$ cat config.mk
export PLATFORM = sky130hd
export DESIGN_NAME = aesk_ctrl
export DESIGN_NICKNAME = d
export VERILOG_FILES = /design/src/rtl/aesk_pkg.sv /design/src/rtl/aesk_ctrl.sv
export SDC_FILE = /design/constraint.sdc
export NUM_CORES = 1
export LEC_CHECK = 0
export ABC_AREA = 1
export ABC_CLOCK_PERIOD_IN_PS = 1450
export BUFFER_PORTS_ARGS = -buffer_cell sky130_fd_sc_hd__buf_2
export CAP_MARGIN = 10
export CORE_UTILIZATION = 42
export DETAILED_ROUTE_END_ITERATION = 7
export PLACE_DENSITY_LB_ADDON = 0.12
export SLEW_MARGIN = 10
export SYNTH_ARGS = -nofsm -noshare
export SYNTH_HDL_FRONTEND = slang
export SYNTH_SLANG_ARGS = --single-unit
$ cat constraint.sdc
create_clock -name i_clk -period 1.45 [get_ports i_clk]
set_input_delay 0.145 -clock i_clk [delete_from_list [all_inputs] [get_ports i_clk]]
set_output_delay 0.145 -clock i_clk [all_outputs]
set_load 0.02 [all_outputs]
$ cat src/rtl/aesk_pkg.sv
// ============================================================================
// aesk_pkg
// Shared types, constants and byte functions for the AES-128 key schedule.
// ============================================================================
package aesk_pkg;

    // Schedule geometry
    localparam int unsigned SCHED_WORDS = 44;
    localparam int unsigned KEY_WORDS   = 4;
    localparam int unsigned WORD_W      = 32;
    localparam int unsigned POS_W       = $clog2(KEY_WORDS);
    localparam int unsigned NUM_W       = $clog2(SCHED_WORDS);

    typedef logic [WORD_W-1:0] t_word;
    typedef logic [POS_W-1:0]  t_pos;
    typedef logic [NUM_W-1:0]  t_num;

    localparam t_pos       POS_LAST  = t_pos'(KEY_WORDS - 1);
    localparam t_num       NUM_FIRST = t_num'(KEY_WORDS);
    localparam t_num       NUM_LAST  = t_num'(SCHED_WORDS - 1);
    localparam logic [7:0] RCON_INIT = 8'h01;
    localparam logic [7:0] GF_POLY   = 8'h1b;

    // Controller states
    typedef enum logic {
        ST_IDLE,
        ST_RUN
    } t_state;

    // Commands from controller to datapath
    typedef struct packed {
        logic load;       // write the key word into the window
        logic step;       // produce the next run word and shift the window
        logic rot;        // this run word takes rotate, S-box and round constant
        logic rcon_init;  // restart the round constant
        logic out_load;   // capture a result into the output register
        t_pos pos;        // window slot for a key word
        t_num number;     // schedule index of the result
    } t_cmd;

    // Forward S-box
    function automatic logic [7:0] sbox(input logic [7:0] b);
        logic [7:0] r;
        unique case (b)
            8'h00: r = 8'h63; 8'h01: r = 8'h7c; 8'h02: r = 8'h77; 8'h03: r = 8'h7b;
            8'h04: r = 8'hf2; 8'h05: r = 8'h6b; 8'h06: r = 8'h6f; 8'h07: r = 8'hc5;
            8'h08: r = 8'h30; 8'h09: r = 8'h01; 8'h0a: r = 8'h67; 8'h0b: r = 8'h2b;
            8'h0c: r = 8'hfe; 8'h0d: r = 8'hd7; 8'h0e: r = 8'hab; 8'h0f: r = 8'h76;
            8'h10: r = 8'hca; 8'h11: r = 8'h82; 8'h12: r = 8'hc9; 8'h13: r = 8'h7d;
            8'h14: r = 8'hfa; 8'h15: r = 8'h59; 8'h16: r = 8'h47; 8'h17: r = 8'hf0;
            8'h18: r = 8'had; 8'h19: r = 8'hd4; 8'h1a: r = 8'ha2; 8'h1b: r = 8'haf;
            8'h1c: r = 8'h9c; 8'h1d: r = 8'ha4; 8'h1e: r = 8'h72; 8'h1f: r = 8'hc0;
            8'h20: r = 8'hb7; 8'h21: r = 8'hfd; 8'h22: r = 8'h93; 8'h23: r = 8'h26;
            8'h24: r = 8'h36; 8'h25: r = 8'h3f; 8'h26: r = 8'hf7; 8'h27: r = 8'hcc;
            8'h28: r = 8'h34; 8'h29: r = 8'ha5; 8'h2a: r = 8'he5; 8'h2b: r = 8'hf1;
            8'h2c: r = 8'h71; 8'h2d: r = 8'hd8; 8'h2e: r = 8'h31; 8'h2f: r = 8'h15;
            8'h30: r = 8'h04; 8'h31: r = 8'hc7; 8'h32: r = 8'h23; 8'h33: r = 8'hc3;
            8'h34: r = 8'h18; 8'h35: r = 8'h96; 8'h36: r = 8'h05; 8'h37: r = 8'h9a;
            8'h38: r = 8'h07; 8'h39: r = 8'h12; 8'h3a: r = 8'h80; 8'h3b: r = 8'he2;
            8'h3c: r = 8'heb; 8'h3d: r = 8'h27; 8'h3e: r = 8'hb2; 8'h3f: r = 8'h75;
            8'h40: r = 8'h09; 8'h41: r = 8'h83; 8'h42: r = 8'h2c; 8'h43: r = 8'h1a;
            8'h44: r = 8'h1b; 8'h45: r = 8'h6e; 8'h46: r = 8'h5a; 8'h47: r = 8'ha0;
            8'h48: r = 8'h52; 8'h49: r = 8'h3b; 8'h4a: r = 8'hd6; 8'h4b: r = 8'hb3;
            8'h4c: r = 8'h29; 8'h4d: r = 8'he3; 8'h4e: r = 8'h2f; 8'h4f: r = 8'h84;
            8'h50: r = 8'h53; 8'h51: r = 8'hd1; 8'h52: r = 8'h00; 8'h53: r = 8'hed;
            8'h54: r = 8'h20; 8'h55: r = 8'hfc; 8'h56: r = 8'hb1; 8'h57: r = 8'h5b;
            8'h58: r = 8'h6a; 8'h59: r = 8'hcb; 8'h5a: r = 8'hbe; 8'h5b: r = 8'h39;
            8'h5c: r = 8'h4a; 8'h5d: r = 8'h4c; 8'h5e: r = 8'h58; 8'h5f: r = 8'hcf;
            8'h60: r = 8'hd0; 8'h61: r = 8'hef; 8'h62: r = 8'haa; 8'h63: r = 8'hfb;
            8'h64: r = 8'h43; 8'h65: r = 8'h4d; 8'h66: r = 8'h33; 8'h67: r = 8'h85;
            8'h68: r = 8'h45; 8'h69: r = 8'hf9; 8'h6a: r = 8'h02; 8'h6b: r = 8'h7f;
            8'h6c: r = 8'h50; 8'h6d: r = 8'h3c; 8'h6e: r = 8'h9f; 8'h6f: r = 8'ha8;
            8'h70: r = 8'h51; 8'h71: r = 8'ha3; 8'h72: r = 8'h40; 8'h73: r = 8'h8f;
            8'h74: r = 8'h92; 8'h75: r = 8'h9d; 8'h76: r = 8'h38; 8'h77: r = 8'hf5;
            8'h78: r = 8'hbc; 8'h79: r = 8'hb6; 8'h7a: r = 8'hda; 8'h7b: r = 8'h21;
            8'h7c: r = 8'h10; 8'h7d: r = 8'hff; 8'h7e: r = 8'hf3; 8'h7f: r = 8'hd2;
            8'h80: r = 8'hcd; 8'h81: r = 8'h0c; 8'h82: r = 8'h13; 8'h83: r = 8'hec;
            8'h84: r = 8'h5f; 8'h85: r = 8'h97; 8'h86: r = 8'h44; 8'h87: r = 8'h17;
            8'h88: r = 8'hc4; 8'h89: r = 8'ha7; 8'h8a: r = 8'h7e; 8'h8b: r = 8'h3d;
            8'h8c: r = 8'h64; 8'h8d: r = 8'h5d; 8'h8e: r = 8'h19; 8'h8f: r = 8'h73;
            8'h90: r = 8'h60; 8'h91: r = 8'h81; 8'h92: r = 8'h4f; 8'h93: r = 8'hdc;
            8'h94: r = 8'h22; 8'h95: r = 8'h2a; 8'h96: r = 8'h90; 8'h97: r = 8'h88;
            8'h98: r = 8'h46; 8'h99: r = 8'hee; 8'h9a: r = 8'hb8; 8'h9b: r = 8'h14;
            8'h9c: r = 8'hde; 8'h9d: r = 8'h5e; 8'h9e: r = 8'h0b; 8'h9f: r = 8'hdb;
            8'ha0: r = 8'he0; 8'ha1: r = 8'h32; 8'ha2: r = 8'h3a; 8'ha3: r = 8'h0a;
            8'ha4: r = 8'h49; 8'ha5: r = 8'h06; 8'ha6: r = 8'h24; 8'ha7: r = 8'h5c;
            8'ha8: r = 8'hc2; 8'ha9: r = 8'hd3; 8'haa: r = 8'hac; 8'hab: r = 8'h62;
            8'hac: r = 8'h91; 8'had: r = 8'h95; 8'hae: r = 8'he4; 8'haf: r = 8'h79;
            8'hb0: r = 8'he7; 8'hb1: r = 8'hc8; 8'hb2: r = 8'h37; 8'hb3: r = 8'h6d;
            8'hb4: r = 8'h8d; 8'hb5: r = 8'hd5; 8'hb6: r = 8'h4e; 8'hb7: r = 8'ha9;
            8'hb8: r = 8'h6c; 8'hb9: r = 8'h56; 8'hba: r = 8'hf4; 8'hbb: r = 8'hea;
            8'hbc: r = 8'h65; 8'hbd: r = 8'h7a; 8'hbe: r = 8'hae; 8'hbf: r = 8'h08;
            8'hc0: r = 8'hba; 8'hc1: r = 8'h78; 8'hc2: r = 8'h25; 8'hc3: r = 8'h2e;
            8'hc4: r = 8'h1c; 8'hc5: r = 8'ha6; 8'hc6: r = 8'hb4; 8'hc7: r = 8'hc6;
            8'hc8: r = 8'he8; 8'hc9: r = 8'hdd; 8'hca: r = 8'h74; 8'hcb: r = 8'h1f;
            8'hcc: r = 8'h4b; 8'hcd: r = 8'hbd; 8'hce: r = 8'h8b; 8'hcf: r = 8'h8a;
            8'hd0: r = 8'h70; 8'hd1: r = 8'h3e; 8'hd2: r = 8'hb5; 8'hd3: r = 8'h66;
            8'hd4: r = 8'h48; 8'hd5: r = 8'h03; 8'hd6: r = 8'hf6; 8'hd7: r = 8'h0e;
            8'hd8: r = 8'h61; 8'hd9: r = 8'h35; 8'hda: r = 8'h57; 8'hdb: r = 8'hb9;
            8'hdc: r = 8'h86; 8'hdd: r = 8'hc1; 8'hde: r = 8'h1d; 8'hdf: r = 8'h9e;
            8'he0: r = 8'he1; 8'he1: r = 8'hf8; 8'he2: r = 8'h98; 8'he3: r = 8'h11;
            8'he4: r = 8'h69; 8'he5: r = 8'hd9; 8'he6: r = 8'h8e; 8'he7: r = 8'h94;
            8'he8: r = 8'h9b; 8'he9: r = 8'h1e; 8'hea: r = 8'h87; 8'heb: r = 8'he9;
            8'hec: r = 8'hce; 8'hed: r = 8'h55; 8'hee: r = 8'h28; 8'hef: r = 8'hdf;
            8'hf0: r = 8'h8c; 8'hf1: r = 8'ha1; 8'hf2: r = 8'h89; 8'hf3: r = 8'h0d;
            8'hf4: r = 8'hbf; 8'hf5: r = 8'he6; 8'hf6: r = 8'h42; 8'hf7: r = 8'h68;
            8'hf8: r = 8'h41; 8'hf9: r = 8'h99; 8'hfa: r = 8'h2d; 8'hfb: r = 8'h0f;
            8'hfc: r = 8'hb0; 8'hfd: r = 8'h54; 8'hfe: r = 8'hbb; 8'hff: r = 8'h16;
            default: r = 8'h00;
        endcase
        return r;
    endfunction

    // S-box on each byte of a word
    function automatic t_word sub_word(input t_word w);
        return {sbox(w[31:24]), sbox(w[23:16]), sbox(w[15:8]), sbox(w[7:0])};
    endfunction

    // Multiply by x in GF(2^8)
    function automatic logic [7:0] xtime(input logic [7:0] b);
        return {b[6:0], 1'b0} ^ (b[7] ? GF_POLY : 8'h00);
    endfunction

endpackage

$ cat src/rtl/aesk_ctrl.sv
// ============================================================================
// aesk_ctrl
// Controller: key load handshake, run sequencing and output valid.
// ============================================================================
module aesk_ctrl (
    input  logic                i_clk,
    input  logic                i_rst_n,
    input  logic                i_key_valid,
    input  aesk_pkg::t_pos      i_word_position,
    output logic                o_key_ready,
    input  logic                i_out_ready,
    output logic                o_out_valid,
    output aesk_pkg::t_cmd      o_cmd
);
    import aesk_pkg::*;

    t_state r_state, n_state;
    t_num   r_idx, n_idx;
    logic   r_out_valid, n_out_valid;
    logic   slot_free;

    // Output register can take a word when empty or being drained
    assign slot_free   = !r_out_valid || i_out_ready;
    assign o_out_valid = r_out_valid;

    // State, index and output valid registers
    always_ff @(posedge i_clk) begin
        if (!i_rst_n) begin
            r_state     <= ST_IDLE;
            r_idx       <= NUM_FIRST;
            r_out_valid <= 1'b0;
        end else begin
            r_state     <= n_state;
            r_idx       <= n_idx;
            r_out_valid <= n_out_valid;
        end
    end

    // Next state and commands
    always_comb begin
        n_state     = r_state;
        n_idx       = r_idx;
        o_key_ready = 1'b0;
        o_cmd       = '0;
        unique case (r_state)
            ST_IDLE: begin
                o_key_ready = slot_free;
                o_cmd.pos   = i_word_position;
                o_cmd.number = t_num'(i_word_position);
                if (i_key_valid && slot_free) begin
                    o_cmd.load     = 1'b1;
                    o_cmd.out_load = 1'b1;
                    if (i_word_position == POS_LAST) begin
                        o_cmd.rcon_init = 1'b1;
                        n_idx   = NUM_FIRST;
                        n_state = ST_RUN;
                    end
                end
            end
            ST_RUN: begin
                o_cmd.number = r_idx;
                o_cmd.rot    = (r_idx[POS_W-1:0] == '0);
                if (slot_free) begin
                    o_cmd.step     = 1'b1;
                    o_cmd.out_load = 1'b1;
                    if (r_idx == NUM_LAST) begin
                        n_state = ST_IDLE;
                    end else begin
                        n_idx = r_idx + t_num'(1);
                    end
                end
            end
            default: n_state = ST_IDLE;
        endcase

        // Hold valid until the transfer, set on a fresh word
        if (o_cmd.out_load) begin
            n_out_valid = 1'b1;
        end else if (i_out_ready) begin
            n_out_valid = 1'b0;
        end else begin
            n_out_valid = r_out_valid;
        end
    end

endmodule

Word-level counts from Yosys, hierarchy flattened
Index checks and enable logic that the tools add are counted.

storage, ports and cells
  register bits after elaboration = 8

cells by class
  $add $sub $neg = 1
  equal/unequal tests = 6
  multiplexer cells = 22
  bitwise operators = 1
  reduce and logical (&&, ||, !) cells = 6

operators by type and width
  operator                                       count
  two-way mux 6 bit                              4
  one-hot mux 6 bit (2 select lines)             2
  two-way mux 1 bit                              11
  adder 6 x 1 -> 6 bit, second input constant    1
  equality test 6 bit, second input constant     1
  two-way mux 2 bit                              3
  != test 2 bit, second input constant           3
  one-hot mux 1 bit (2 select lines)             2
  AND reduction 4 bit                            1
  equality test 2 bit, second input constant     1
  logical NOT 2 bit                              1
  != test 2 x 1 -> 1 bit, second input constant  1
  nonzero test 2 bit                             1
  logical AND 1 bit                              1
  logical NOT 1 bit                              1
  logical OR 1 bit                               1
  NOT 1 bit                                      1

Depth between registers and ports, before layout
Gate-level depths: netlist of the first run.

  depth in word-level cells = 6
  gate-level depth with buffers = 9

Worst setup path before layout of the first run
No wires, ideal clock.

  path kind = register to register
  from = register r_idx[0]
  to = register r_idx[2]
  library setup time = 117 ps
  data arrival time = 1,161 ps
  data required time = 1,333 ps
  slack = 172 ps
  cell stages (with the launch flop) = 9
  buffers on the path = 0
  cell sequence = dfxtp_1 > ha_1 > inv_1 > nor2_1 > nand3_2 > nand2_4 > nand2_4 > a21oi_1 > nand2_1

between the ends
  longest elaborated chain between the ends = 4
  elaborated cells between the ends (all ways) = 7
  those cells by class = add/sub (1); eq/ne (2); mux (3); reduce/logical (1)

ends and longest elaborated chain
  what                                line             source
  from (decl)                         aesk_ctrl.sv:18  t_num r_idx, n_idx;
  from (signal assigned)              aesk_ctrl.sv:34  r_idx <= n_idx;
  adder 6 x 1 -> 6 bit                aesk_ctrl.sv:69  n_idx = r_idx + t_num'(1);
  two-way mux 6 bit                   aesk_ctrl.sv:66  if (r_idx == NUM_LAST) begin
  two-way mux 6 bit                   aesk_ctrl.sv:63  if (slot_free) begin
  one-hot mux 6 bit (2 select lines)  aesk_ctrl.sv:45  unique case (r_state)

Parallel ways exist; a longest one is shown, timed or not. The select of a mux whose other input is x is not followed.
A chain may end at the register's enable or synchronous reset.

==> results of run 1 <==
[worst paths after layout]
path / end / slack [ns]
worst max-delay path: o_cmd[9] / 0.09
worst min-delay path: o_out_valid$_SDFFE_PN0P_ / 0.12
worst max register to register: r_idx[2]$_SDFFE_PN1P_ / 0.18
worst min register to register: r_idx[4]$_SDFFE_PN0P_ / 0.53
[worst reg2reg max path: cells and delay by family (launching register included)]
family | cells | cell delay, ns
compound gates | 1 | 0.12
fa+ha+maj | 1 | 0.22
buf+inv | 1 | 0.05
flops | 1 | 0.33
simple gates | 5 | 0.43
[metrics by stage]
step	utilization	instance area (µm²)	power [mW]	std cells	setup WS, ns
2_1_floorplan	-	642	0.331	104	0.172
3_3_place_gp	0.554	757	0.368	139	0.189
3_5_place_dp	0.554	757	0.369	139	0.191
4_1_cts	0.571	779	0.543	142	0.00657
5_1_grt	0.575	786	0.567	142	0.0185
6_report	0.575	786	0.542	142	0.0932
[layout by cell type, fill, tap and decap left out, types with 3 or more instances in the layout]
cell type  Yosys  routed
nand2_1       24      24
buf_2          0      20
inv_1         19      19
nor2_1        11      11
nand3_1        8       8
dfxtp_1        8       7
inv_2          6       6
a21oi_1        5       5
nand2_4        4       4
o21ai_0        3       3
clkbuf_4       0       3
buf_4          2       3
[flip-flops by register name, indices dropped and copies added (netlist names)]
signal and count:
r_idx 6, o_out_valid 1, r_state 1
[area by class of cell]
class / count / area [µm²]
Clock buffer: 3 / 22.5
Sequential cell: 8 / 161
Multi-Input combinational cell: 68 / 367
Fill cell: 143 / 581
Timing Repair Buffer: 23 / 123
Tap cell: 15 / 18.8
Inverter: 25 / 93.8
[routing by layer]
layer / routed length (µm) / up-vias / GRT usage / share of wire
li1: - / 360 / - / -
met1: 720 / 264 / 0.295 / 0.52
met2: 565 / 17 / 0.305 / 0.41
met3: 48 / 4 / 0.0163 / 0.035
met4: 40 / 0 / 0.145 / 0.029
met5: 0 / - / 0 / 0
[cells by family (layout without fill, tap and decap cells)]
group / after synthesis / in the layout / synth area share
AOI/OAI and AO/OA: 10 / 10 / 0.0877
adders and majority gates: 2 / 2 / 0.0390
buffers and inverters: 28 / 51 / 0.187
DFF: 8 / 8 / 0.250
and+or+nand+nor: 56 / 56 / 0.437
[synthesized netlist by cell type (all sizes together)]
library cell,count
nor3,1
o21ai,3
a21oi,6
inv,25
nand4,2
ha,2
nand2,30
nand3,9
nor2,14
buf,3
o21bai,1
dfxtp,8
[power groups by stage]
stage               Clock, mW  Sequential, mW  Combinational, mW
finish                  0.175           0.232              0.135
global route            0.184           0.232              0.151
CTS                     0.178           0.231              0.134
detailed placement          0           0.236              0.133
global placement            0           0.236              0.133
floorplan                   0           0.239             0.0919
==> tab_implementation.tex, run 1 <==
\begin{tabular}{lr}
\hline
Metric & Value \\
\hline
\multicolumn{2}{l}{\textbf{Pwr}} \\
Portion of total power attributed to the clock network & 0.324 \\
Worst vdd rail ir drop & around 0.66 mV \\
Lkg Pwr & 0.449 nW \\
Power Density & 689 nW/µm² \\
Sw frac & 0.321 \\
P\_sw & between 0.15 and 0.2 mW \\
Combinational fraction of design power & 0.249 \\
Flop pwr share & 0.427 \\
Internal power & about 0.37 mW \\
\multicolumn{2}{l}{\textbf{Clock network}} \\
Clock Sinks & 8 \\
Post-CTS Resized & 0 \\
Number of levels the H-tree was split into & 1 \\
Post-CTS Setup Repair Bufs & 0 \\
TritonCTS clock tree & built \\
Buffer levels on the longest clock path & 2 \\
Clock slew at the register clock pins of the worst setup and hold paths & 0.06 ns \\
Later-pin clock latency in the skew report & between 0.2 and 0.3 ns \\
Total clock buffers created by CTS & 3 \\
Cell at the root of the clock tree & clkbuf\_4 \\
Hold Buf Count CTS & 0 \\
\multicolumn{2}{l}{\textbf{STA}} \\
Final critical path time including I/O delays and setup & between 1 and 1.5 ns \\
Worst clock skew & about 0.015 ns \\
Highest Clock Rate & about 0.74 GHz \\
Final total negative setup slack & 0 ns \\
Portion of the clock cycle consumed by the worst path in the final layout & 0.936 \\
Number of hold violations in the final report & 0 \\
Slew at the pin closest to its max-slew limit & roughly 0.32 ns \\
Number of endpoints failing setup at the final stage & 0 \\
Worst-case hold slack & 0.121 ns \\
Relative slew margins & 0.790 \\
RSZ-0062 raised after global routing & false \\
Max-slew violations & 0 \\
\multicolumn{2}{l}{\textbf{Floorplanning}} \\
Starting density of the core & 0.470 \\
Cell row count & 13 \\
Floorplan die height & 41.1 µm \\
Ports placed on the boundary & 21 \\
DIE AREA & between 1500 and 2000 µm² \\
Die span in x & 41.1 µm \\
Core area & around 1400 µm² \\
\multicolumn{2}{l}{\textbf{Min path}} \\
Worst Hold Class & in2reg \\
Min-delay src & i\_rst\_n \\
Hold Crit Depth & 3 \\
\multicolumn{2}{l}{\textbf{Drt}} \\
Remaining routing DRC violations & 0 \\
Vias per cell & between 4 and 5 \\
Final ANT Viol Nets & 0 \\
Count of vias placed by the detailed router & roughly 650 \\
Post-detailed-route wirelength per cell & about 9.7 µm \\
Violation count after the first detailed-route iteration & 10 \\
Sum of routed wire length over all layers & roughly 1.4 mm \\
Pre-Repair DR Iteration Count & 4 \\
\multicolumn{2}{l}{\textbf{Critical path}} \\
Family with the most delay on the worst path & flip-flops \\
Peak per-stage delay on the critical path & about 0.36 ns \\
Stages on worst setup path & 6 \\
Crit path capture type & primary output \\
Slowest cell on crit path & dfxtp\_2 \\
Data arrival, critical path & between 1 and 1.5 ns \\
CP Launch Type & flop \\
Logic depth of the worst register-to-register path & 8 \\
Buf/Inv on CP & 3 \\
CP Max Fanout & 8 \\
Worst path cell trace & inv\_2, nand2\_2, nor2\_4, nand2\_4, inv\_1, buf\_2 \\
Worst Path Required & between 1 and 1.5 ns \\
Crit. Startpoint & r\_state\$\_SDFF\_PN0\_ \\
R2R Path Start & r\_idx[0]\$\_SDFFE\_PN0P\_ \\
Startpoint-to-endpoint class of the critical path & reg2out \\
\multicolumn{2}{l}{\textbf{Finish}} \\
Area delta synth->final & 22.4\% \\
Fraction of final layout cells sized beyond drive strength 1 & 0.346 \\
Number of antenna diodes & 0 \\
Nets & approximately 140 \\
\multicolumn{2}{l}{\textbf{Synth}} \\
Unique masters post-synth & 20 \\
Area of the mapped netlist & roughly 640 µm² \\
Proportion of netlist area held by the largest area contributor & 0.250 \\
Synthesized area per cell & about 6.2 µm² \\
Synth Warn \# & 0 \\
Post-synth net total & between 100 and 150 \\
Number of storage elements in the synthesis netlist & 8 \\
Sequential fraction of the synthesis area & 0.250 \\
Cell accounting for the most synthesized area & dfxtp\_1 \\
Leading cell types by total area after synthesis & dfxtp\_1 25\%, nand2\_1 14\%, inv\_1 11\% \\
Mapped Cells & between 100 and 150 \\
\multicolumn{2}{l}{\textbf{Global route}} \\
Vias in the first global route & approximately 520 \\
Pin count of the biggest net entering global routing & 9 \\
GR Util All Layers & 0.212 \\
Global route overflow & 0 \\
Initial antenna violation count & 0 \\
Wire length of the first global-routing pass & about 2.3 mm \\
\multicolumn{2}{l}{\textbf{Place}} \\
I/O Buffers & 20 \\
Routability-driven placement congestion ratio & 0.912 \\
DPL Wire Length & between 1 and 1.5 mm \\
\multicolumn{2}{l}{\textbf{Job}} \\
Number of violations of the max-capacitance limit & 0 \\
\multicolumn{2}{l}{\textbf{Status}} \\
Outcome & complete, no violations \\
\hline
\end{tabular}
Power figures use the tool's default switching activity.
==> run 2: changes to the inputs <==
--- a/config.mk
+++ b/config.mk
@@ -5,14 +5,15 @@
 export SDC_FILE = /design/constraint.sdc
 export NUM_CORES = 1
 export LEC_CHECK = 0
-export ABC_AREA = 1
 export ABC_CLOCK_PERIOD_IN_PS = 1450
 export BUFFER_PORTS_ARGS = -buffer_cell sky130_fd_sc_hd__buf_2
 export CAP_MARGIN = 10
-export CORE_UTILIZATION = 42
+export CORE_AREA = 2 2 39 41
 export DETAILED_ROUTE_END_ITERATION = 7
+export DIE_AREA = 0 0 41 43
 export PLACE_DENSITY_LB_ADDON = 0.12
-export SLEW_MARGIN = 10
+export SETUP_SLACK_MARGIN = 0.5
+export SLEW_MARGIN = 40
 export SYNTH_ARGS = -nofsm -noshare
 export SYNTH_HDL_FRONTEND = slang
 export SYNTH_SLANG_ARGS = --single-unit
==> run 2 against run 1 <==
Against the previous run: sequential share of layout area decreased by 3.3 points; total power grew 13%; register-to-register slack worse by 0.15 ns; synthesized area decreased by 19%; first-iteration DRC count stayed put; largest power group unchanged; hold slack better by 0.057 ns; non-clock buffer count grew 17; cell count fell by 17%; clock power about the same; synthesized cell count fell by 40%; via count increased by 0.62%.
==> tab_implementation.tex, run 2 <==
\begin{tabular}{lr}
\hline
Metric & Value \\
\hline
\multicolumn{2}{l}{\textbf{Finish}} \\
Nets & 112 (was 137) \\
Final-layout fill cell count & 95 (was 143) \\
Fraction of final layout cells sized beyond drive strength 1 & 0.725 (was 0.346) \\
FF+latch area & 176 µm² (was 161 µm²) \\
Number of antenna diodes & 0 (unchanged) \\
Commonest cells after routing, fill and taps aside & 23 x buf\_6, 12 x buf\_4, 6 x and2\_4 (was 24 x nand2\_1, 20 x buf\_2, 19 x inv\_1) \\
Post-route cell area & 1030 µm² (was 786 µm²) \\
Largest reg by FF count & r\_idx (unchanged) \\
Area delta synth->final & 96.6\% (was 22.4\%) \\
Area of the multi-input gates & 414 µm² (was 367 µm²) \\
Most common library cell in the layout ignoring fill and taps & buf\_6 (was nand2\_1) \\
Flip-flop count of the largest register, all copies and words added & 6 (unchanged) \\
\multicolumn{2}{l}{\textbf{Floorplanning}} \\
Starting density of the core & 0.377 (was 0.470) \\
Die span in x & 41 µm (was 41.1 µm) \\
DIE AREA & 1760 µm² (was 1690 µm²) \\
Cell row count & 14 (was 13) \\
Core area & 1380 µm² (was 1370 µm²) \\
Ports placed on the boundary & 21 (unchanged) \\
Floorplan die height & 43 µm (was 41.1 µm) \\
\multicolumn{2}{l}{\textbf{Synth}} \\
Dominant cell by count in the synthesized netlist & dfxtp\_1 (was nand2\_1) \\
Proportion of netlist area held by the largest area contributor & 0.307 (was 0.250) \\
Unique masters post-synth & 34 (was 20) \\
Area of the mapped netlist & 522 µm² (was 642 µm²) \\
Synth Warn \# & 0 (unchanged) \\
Synthesized area per cell & 8.42 µm² (was 6.17 µm²) \\
Sequential fraction of the synthesis area & 0.307 (was 0.250) \\
Number of storage elements in the synthesis netlist & 8 (unchanged) \\
Most used flip-flop cell after synthesis & dfxtp\_1 (unchanged) \\
Cell accounting for the most synthesized area & dfxtp\_1 (unchanged) \\
Post-synth net total & 70 (was 112) \\
Leading cell types by total area after synthesis & dfxtp\_1 31\%, and2\_1 6.0\%, ha\_1 4.8\% (was dfxtp\_1 25\%, nand2\_1 14\%, inv\_1 11\%) \\
Number of flops mapped to enable cells by yosys & 0 (unchanged) \\
Synth cell count leaders & 8 x dfxtp\_1, 5 x and2\_1, 5 x inv\_1 (was 24 x nand2\_1, 19 x inv\_1, 11 x nor2\_1) \\
Share of flip-flops with an asynchronous set or reset after synthesis & 0 (unchanged) \\
Mapped Cells & 62 (was 104) \\
\multicolumn{2}{l}{\textbf{STA}} \\
Portion of the clock cycle consumed by the worst path in the final layout & 0.982 (was 0.936) \\
Number of hold violations in the final report & 0 (unchanged) \\
Relative slew margins & 0.831 (was 0.790) \\
Worst-case hold slack & 0.178 ns (was 0.121 ns) \\
Slew at the pin closest to its max-slew limit & 0.253 ns (was 0.315 ns) \\
Final critical path time including I/O delays and setup & 1.42 ns (was 1.36 ns) \\
Number of endpoints failing setup at the final stage & 0 (unchanged) \\
Worst clock skew & 0.000432 ns (was 0.0149 ns) \\
Max-slew violations & 0 (unchanged) \\
RSZ-0062 raised after global routing & true (was false) \\
Final total negative setup slack & 0 ns (unchanged) \\
Highest Clock Rate & 0.702 GHz (was 0.737 GHz) \\
\multicolumn{2}{l}{\textbf{Critical path}} \\
Worst Path Required & 1.60 ns (was 1.31 ns) \\
Startpoint-to-endpoint class of the critical path & reg2reg (was reg2out) \\
CP Launch Type & flop (unchanged) \\
Peak per-stage delay on the critical path & 0.48 ns (was 0.36 ns) \\
Register-to-register setup slack & 0.03 ns (was 0.18 ns) \\
Buf/Inv on CP & 0 (was 3) \\
Crit path capture type & flop (was primary output) \\
Data arrival, critical path & 1.57 ns (was 1.21 ns) \\
Slowest cell on crit path & or4b\_4 (was dfxtp\_2) \\
Worst path cell trace & ha\_4, nand2\_4, or4b\_4, a31oi\_1, o21ba\_1 (was inv\_2, nand2\_2, nor2\_4, nand2\_4, inv\_1, buf\_2) \\
Family with the most delay on the worst path & simple AND/OR/NAND/NOR gates (was flip-flops) \\
CP Max Fanout & 3 (was 8) \\
\multicolumn{2}{l}{\textbf{Global route}} \\
Vias in the first global route & 592 (was 521) \\
Pin count of the biggest net entering global routing & 8 (was 9) \\
Global route overflow & 0 (unchanged) \\
Initial antenna violation count & 0 (unchanged) \\
GR Util All Layers & 0.206 (was 0.212) \\
Wire length of the first global-routing pass & 2.46 mm (was 2.28 mm) \\
\multicolumn{2}{l}{\textbf{Clock network}} \\
Total clock buffers created by CTS & 3 (unchanged) \\
Later-pin clock latency in the skew report & 0.26 ns (about the same) \\
Clock Sinks & 8 (unchanged) \\
Cell at the root of the clock tree & clkbuf\_4 (unchanged) \\
Buffer levels on the longest clock path & 2 (unchanged) \\
Number of levels the H-tree was split into & 1 (unchanged) \\
TritonCTS clock tree & built (unchanged) \\
Clock slew at the register clock pins of the worst setup and hold paths & 0.05 ns (was 0.06 ns) \\
Hold Buf Count CTS & 0 (unchanged) \\
\multicolumn{2}{l}{\textbf{Job}} \\
Number of violations of the max-capacitance limit & 0 (unchanged) \\
\multicolumn{2}{l}{\textbf{Drt}} \\
Sum of routed wire length over all layers & 1.70 mm (was 1.37 mm) \\
Violation count after the first detailed-route iteration & 10 (unchanged) \\
Final ANT Viol Nets & 0 (unchanged) \\
Vias per cell & 5.50 (was 4.54) \\
Post-detailed-route wirelength per cell & 14.4 µm (was 9.68 µm) \\
Count of vias placed by the detailed router & 649 (was 645) \\
Remaining routing DRC violations & 0 (unchanged) \\
Pre-Repair DR Iteration Count & 4 (unchanged) \\
\multicolumn{2}{l}{\textbf{Pwr}} \\
Lkg Pwr & 0.516 nW (was 0.449 nW) \\
Worst vdd rail ir drop & 0.443 mV (was 0.662 mV) \\
Power Density & 594 nW/µm² (was 689 nW/µm²) \\
Total power consumption of the routed design & 0.609 mW (was 0.542 mW) \\
\multicolumn{2}{l}{\textbf{Status}} \\
Outcome & complete, no violations (unchanged) \\
\multicolumn{2}{l}{\textbf{Place}} \\
DPL Wire Length & 1.04 mm (was 1.09 mm) \\
Post-Place Cell Area & 756 µm² (was 757 µm²) \\
I/O Buffers & 20 (unchanged) \\
Routability-driven placement congestion ratio & 0.835 (was 0.912) \\
\multicolumn{2}{l}{\textbf{Min path}} \\
Worst Hold Class & in2reg (unchanged) \\
\hline
\end{tabular}
run 2: path summary, 6_finish.rpt:
| kind | start | endpoint | cells past startpoint |
|---|---|---|---|
| worst min-delay path | i_rst_n | o_out_valid$_SDFFE_PN0P_ | 2 |
| worst min register to register | r_idx[5]$_SDFFE_PN0P_ | r_idx[5]$_SDFFE_PN0P_ | 1 |
| worst max register to register | r_idx[1]$_SDFFE_PN0P_ | r_idx[3]$_SDFFE_PN0P_ | 5 |
| worst max-delay path | r_idx[1]$_SDFFE_PN0P_ | r_idx[3]$_SDFFE_PN0P_ | 5 |
run 2: worst reg2reg max path, cell delays in order (launching register included):
cell	delay [ns]
dfxtp_4	0.35
ha_4	0.15
nand2_4	0.06
or4b_4	0.48
a31oi_1	0.12
o21ba_1	0.16
run 2: per-layer routing:
metal	GRT usage	wire [µm]
met1	0.227	663
met2	0.328	911
met3	0.0890	81
met4	0.0867	42
met5	0	0
run 2: layout make-up:
cell class                 count  area share
tap                           16      0.0195
multi-input combinational     46       0.404
sequential                     8       0.172
inverter                       5      0.0183
clock buffer                   3      0.0220
timing repair buffer          40       0.365
run 2: where the power goes:
part,total (mW),internal [mW],switching [mW]
sequential,0.232,0.223,0.00866
clock,0.175,0.0950,0.0805
combinational,0.202,0.110,0.0920
total,0.609,0.428,0.181
run 2: logic make-up after synthesis:
| family | Yosys count | share of synthesized area |
|---|---|---|
| compound gates | 15 | 0.218 |
| flops | 8 | 0.307 |
| xor+xnor | 1 | 0.0168 |
| buf+inv | 8 | 0.0671 |
| mux | 1 | 0.0216 |
| fa+ha+maj | 2 | 0.0480 |
| simple gates | 27 | 0.321 |
run 2: what timing repair did:
item	in CTS	in global routing
setup buffers	6	3
endpoints found under the setup margin	22	23
pin swaps	7	4
gates cloned	1	0
resized for setup	41	15
run 2: through the flow:
stage	setup WS [ns]	cells	util
6_report	0.0264	118	0.741
4_1_cts	0.0373	115	0.687
3_5_place_dp	0.0129	105	0.546
3_3_place_gp	0.0137	105	0.546
5_1_grt	-0.0199	118	0.741
2_1_floorplan	0.0219	62	-
